--- config.mk ---
export PLATFORM = sky130hd
export DESIGN_NAME = iaz_front
export DESIGN_NICKNAME = d
export VERILOG_FILES = /design/src/sv/iaz_pkg.sv /design/src/sv/iaz_front.sv
export SDC_FILE = /design/constraint.sdc
export NUM_CORES = 1
export LEC_CHECK = 0
export ABC_AREA = 1
export BUFFER_PORTS_ARGS = -buffer_cell sky130_fd_sc_hd__buf_2
export CORE_MARGIN = 4
export CORE_UTILIZATION = 52
export CTS_CLUSTER_SIZE = 30
export DETAILED_ROUTE_END_ITERATION = 6
export HOLD_SLACK_MARGIN = 0.08
export PLACE_DENSITY = 0.76
export SLEW_MARGIN = 20
export SYNTH_ARGS = -nofsm -noshare
export SYNTH_HDL_FRONTEND = slang
export SYNTH_SLANG_ARGS = --single-unit
--- constraint.sdc ---
create_clock -name clk -period 7.7 [get_ports clk]
set_input_delay 1.54 -clock clk [delete_from_list [all_inputs] [get_ports clk]]
set_output_delay 1.54 -clock clk [all_outputs]
set_load 0.005 [all_outputs]
--- src/sv/iaz_pkg.sv ---
// ----------------------------------------------------------------------------
// iaz_pkg - shared types and codes for the 64-bit integer ALU
// Operation codes, operation classes and the queue entry layout.
// ----------------------------------------------------------------------------
package iaz_pkg;

  localparam int unsigned DataW = 64;
  localparam int unsigned FuncW = 5;

  localparam logic [FuncW-1:0] FN_ADD  = 5'd0;
  localparam logic [FuncW-1:0] FN_SUB  = 5'd1;
  localparam logic [FuncW-1:0] FN_MUL  = 5'd2;
  localparam logic [FuncW-1:0] FN_UDIV = 5'd3;
  localparam logic [FuncW-1:0] FN_SDIV = 5'd4;
  localparam logic [FuncW-1:0] FN_UREM = 5'd5;
  localparam logic [FuncW-1:0] FN_SREM = 5'd6;
  localparam logic [FuncW-1:0] FN_EQ   = 5'd7;
  localparam logic [FuncW-1:0] FN_SLT  = 5'd8;
  localparam logic [FuncW-1:0] FN_SGT  = 5'd9;
  localparam logic [FuncW-1:0] FN_ULT  = 5'd10;
  localparam logic [FuncW-1:0] FN_UGT  = 5'd11;
  localparam logic [FuncW-1:0] FN_SHL  = 5'd12;
  localparam logic [FuncW-1:0] FN_SHR  = 5'd13;
  localparam logic [FuncW-1:0] FN_AND  = 5'd14;
  localparam logic [FuncW-1:0] FN_XOR  = 5'd15;
  localparam logic [FuncW-1:0] FN_OR   = 5'd16;
  localparam logic [FuncW-1:0] FN_NOT  = 5'd17;

  // operation class, set by the front end
  typedef enum logic [2:0] {
    CLS_ALU,   // add, subtract, shift and logic
    CLS_MUL,   // split multiply
    CLS_DIV,   // iterative divide or remainder
    CLS_DZ,    // divide or remainder by zero
    CLS_CMP,   // compare, flag only
    CLS_NONE   // unused code, all-zero result
  } cls_t;

  typedef struct packed {
    logic [FuncW-1:0] func;
    cls_t             cls;
    logic [DataW-1:0] a;
    logic [DataW-1:0] b;
  } q_entry_t;

  typedef struct packed {
    logic [DataW-1:0] a;
    logic [DataW-1:0] b;
    logic             sgn;
    logic             want_rem;
  } div_req_t;

endpackage

--- src/sv/iaz_front.sv ---
// ----------------------------------------------------------------------------
// iaz_front - accept and classify
// Decodes each input beat into an operation class and queues it.
// ----------------------------------------------------------------------------
module iaz_front #(
  parameter int unsigned QUEUE_DEPTH = 4
) (
  input  logic                           clk,
  input  logic                           rst_n,
  input  logic                           in_valid,
  output logic                           in_ready,
  input  logic [iaz_pkg::FuncW-1:0]      in_func,
  input  logic [iaz_pkg::DataW-1:0]      in_a,
  input  logic [iaz_pkg::DataW-1:0]      in_b,
  output logic                           q_valid,
  input  logic                           q_pop,
  output iaz_pkg::q_entry_t              q_head
);

  localparam int unsigned PtrW = (QUEUE_DEPTH > 1) ? $clog2(QUEUE_DEPTH) : 1;
  localparam int unsigned CntW = $clog2(QUEUE_DEPTH + 1);
  localparam logic [PtrW-1:0] LastPtr = PtrW'(QUEUE_DEPTH - 1);
  localparam logic [CntW-1:0] FullCnt = CntW'(QUEUE_DEPTH);

  iaz_pkg::q_entry_t mem_r [QUEUE_DEPTH];
  logic [PtrW-1:0]   wptr_r, wptr_nxt, rptr_r, rptr_nxt;
  logic [CntW-1:0]   cnt_r, cnt_nxt;
  iaz_pkg::cls_t     cls;
  logic              push;

  always_comb begin
    case (in_func) inside
      iaz_pkg::FN_MUL: cls = iaz_pkg::CLS_MUL;
      iaz_pkg::FN_UDIV, iaz_pkg::FN_SDIV, iaz_pkg::FN_UREM, iaz_pkg::FN_SREM: begin
        cls = (in_b == '0) ? iaz_pkg::CLS_DZ : iaz_pkg::CLS_DIV;
      end
      [iaz_pkg::FN_EQ:iaz_pkg::FN_UGT]: cls = iaz_pkg::CLS_CMP;
      iaz_pkg::FN_ADD, iaz_pkg::FN_SUB, [iaz_pkg::FN_SHL:iaz_pkg::FN_NOT]: begin
        cls = iaz_pkg::CLS_ALU;
      end
      default: cls = iaz_pkg::CLS_NONE;
    endcase
  end

  assign in_ready = (cnt_r != FullCnt);
  assign push     = in_valid && in_ready;
  assign q_valid  = (cnt_r != '0);
  assign q_head   = mem_r[rptr_r];

  always_comb begin
    wptr_nxt = wptr_r;
    rptr_nxt = rptr_r;
    cnt_nxt  = cnt_r;
    if (push) begin
      wptr_nxt = (wptr_r == LastPtr) ? '0 : wptr_r + 1'b1;
    end
    if (q_pop) begin
      rptr_nxt = (rptr_r == LastPtr) ? '0 : rptr_r + 1'b1;
    end
    if (push && !q_pop) begin
      cnt_nxt = cnt_r + 1'b1;
    end else if (!push && q_pop) begin
      cnt_nxt = cnt_r - 1'b1;
    end
  end

  always_ff @(posedge clk) begin
    if (!rst_n) begin
      wptr_r <= '0;
      rptr_r <= '0;
      cnt_r  <= '0;
    end else begin
      wptr_r <= wptr_nxt;
      rptr_r <= rptr_nxt;
      cnt_r  <= cnt_nxt;
    end
  end

  always_ff @(posedge clk) begin
    if (push) begin
      mem_r[wptr_r] <= '{func: in_func, cls: cls, a: in_a, b: in_b};
    end
  end

endmodule

==> metrics.txt <==
Max Freq 205 MHz; clk_skew 0.0212 ns; most frequent cells in the layout 544 x edfxtp_1, 317 x nor2_1, 274 x buf_2; Synth Area in Compound Gates 0.110; status completed; via count 13000; Synth Instances 1449; FF-to-FF End mem_r[1][97]; vias in the first global route 13200; Synth Area in Adders 0.00458; RSZ-0062 raised after global routing no; FF-to-FF Start cnt_r[1]; Critical Path Fanout Max 102; die height 208 um; syn_nets 1593; minimum clock period 4.87 ns; Post-DP HPWL 27100 um; Critical Path Start Type flip-flop; register area share after synthesis 0.795; I/O pins 275; total CTS buffers 54; final setup vio count 0; critical path arrival 3.33 ns; Synth Cell Area 20800 um2; Slew Limit Headroom 0.282; mux contribution to synthesized area 0; largest family of logic cells by synthesized area compound AO/OA/AOI/OAI gates; Levels on crit path 5; post-route ant nets 0; area of the core 39100 um2; TritonRoute pass-1 iters 5; Pwr per Cell Area 279 nW/um2; total of max-cap violations 0; number of post-CTS setup repair buffers 0; Final Worst Setup Slack 2.83 ns; simple-gate share of the synthesized area 0.0651; ratio of cells with drive above 1 in the final layout 0.212; Core Util, Final 0.619; Hold Fails Final Rpt 0; Critical Path End Type output pin; Max VDD drop 0.229 mV; die area 43200 um2; Total GRT Usage 0.213; most common cell after layout, fill and taps aside edfxtp_1; Detailed Route WL 47200 um; dpl cells 2167; Synth Register Bits 553; IO buf count 274; GR Overflow Total 0; clock latency on the worst-skew pair 0.58 ns; wire length per cell 20.8 um; nets 1849; worst setup path category reg2out; DR DRC count 0; clk slew on worst S/H paths 0.06 ns; slowest cell delay on critical path 0.89 ns; Rows 72; Top delay family on crit path buffers and inverters; Die W 208 um; R2R setup slack 4.84 ns; critical-path cell list buf_4 -> buf_4 -> o21ai_0 -> o22ai_1 -> buf_2; CTS root buf clkbuf_16; first-pass GRT wire length 73500 um; maximum root-to-sink buffer count 3; XOR/XNOR Fraction of Synth Area 0; flip-flop and latch area 16500 um2; HP Start cnt_r[2]; Leak 0.00839 uW; Warnings, synthesis 0; Crit path required time 6.16 ns; vias per inst 5.74; period utilization 0.632; Synth cell types 22; Avg Cell Area, Syn 14.3 um2; Area Growth Syn to Fin 16.4%; Filler cells 2879; WP buf/inv 3; initial core utilization 0.532; Multi-input gate area 3770 um2; initial antenna violation count 7; Slew @ Worst Pin 1.08 ns; H-Tree Depth 2; largest net degree at the start of global routing 103; TritonCTS clock tree done; hold endpoint cnt_r[2]; clock sinks 553; pre-CTS setup slack 3.54 ns; Detailed Route Iter0 Violations 1356; final non-filler cell total 2271; Worst path most repeated cell buf_4; reg2reg path depth 5; Hold Buf Count CTS 0; Final Max Tran Viols 0; gpl congestion 0.792; post-cts sizing count 0; Hold Crit Depth 2; CP max-delay cell buf_4; Hold Crit Class reg2reg
==> cells by family after synthesis <==
logic type | after synthesis
adder cells (fa/ha/maj) | 7
buffers and inverters | 110
AND/OR/NAND/NOR | 355
flip-flops | 553
AO/OA/AOI/OAI | 424
==> synthesized netlist by cell type <==
| library cell | n | area [um2] |
|---|---|---|
| nand4_1 | 2 | 12.5 |
| o21ai_0 | 272 | 1360 |
| nor4_1 | 1 | 6.26 |
| o22ai_1 | 136 | 851 |
| inv_1 | 19 | 71.3 |
| o21ai_1 | 7 | 35.0 |
| nor3_1 | 3 | 15.0 |
| a211oi_1 | 1 | 7.51 |
| inv_2 | 2 | 7.51 |
| buf_4 | 2 | 15.0 |
| dfxtp_1 | 9 | 180 |
| nand3b_1 | 1 | 7.51 |
| a21oi_1 | 8 | 40.0 |
| nor2_1 | 321 | 1200 |
| nand3_1 | 4 | 20.0 |
| clkbuf_1 | 58 | 218 |
| fa_1 | 1 | 20.0 |
| edfxtp_1 | 544 | 16300 |
| ha_1 | 6 | 75.1 |
| nand2_1 | 23 | 86.3 |
| buf_6 | 11 | 124 |
| buf_2 | 18 | 90.1 |
==> worst min-delay path, cell delays in order, from the launching register on <==
cell	delay, ns
dfxtp_1	0.31
inv_1	0.08
a21oi_1	0.06
==> stage by stage <==
stage | cell area (um2) | TNS, ns | power (uW) | hold slack [ns]
final | 24200 | 0 | 6750 | 0.491
after global routing | 24200 | 0 | 7020 | 0.537
after CTS | 24200 | 0 | 6810 | 0.492
after detailed placement | 22500 | 0 | 4350 | 0.479
after global placement | 22500 | 0 | 4330 | 0.467
after floorplan | 20800 | -161.46 | 4050 | 0.459
==> cell type report <==
cell class                 count  area share
sequential                   553       0.683
antenna                        6    0.000621
multi-input combinational    786       0.156
timing repair buffer         289      0.0614
clock inverter                33     0.00993
inverter                      21     0.00357
clock buffer                  65      0.0585
tap                          518      0.0268
==> power breakdown <==
group	internal, uW	switching (uW)
clock network	1400	1060
registers	3540	52.0
logic	220	475
==> layer usage <==
metal | routed length [um] | track usage | share of wire | vias up
met5 | 59 | 0 | 0.0012 | -
met3 | 4200 | 0.0559 | 0.089 | 78
met2 | 22900 | 0.348 | 0.49 | 503
met4 | 971 | 0.0632 | 0.021 | 10
met1 | 19100 | 0.287 | 0.40 | 6494
li1 | - | - | - | 5957
==> state kept, by name, indices dropped and copies added (netlist names), named ones only <==
name / flops
cnt_r: 3
mem_r: 544
rptr_r: 2
wptr_r: 2
==> worst max path at each step <==
stage	slack, ns	end	from
after floorplan	-0.30	mem_r[0][0]	in_valid
after global placement	3.55	q_head[19]	flip-flop
after detailed placement	3.54	q_head[103]	flip-flop
after CTS	2.87	q_head[109]	flip-flop
after global routing	2.63	q_head[109]	flip-flop
final	2.83	q_head[98]	flip-flop
No activity file was read; power rests on OpenSTA's default activity.
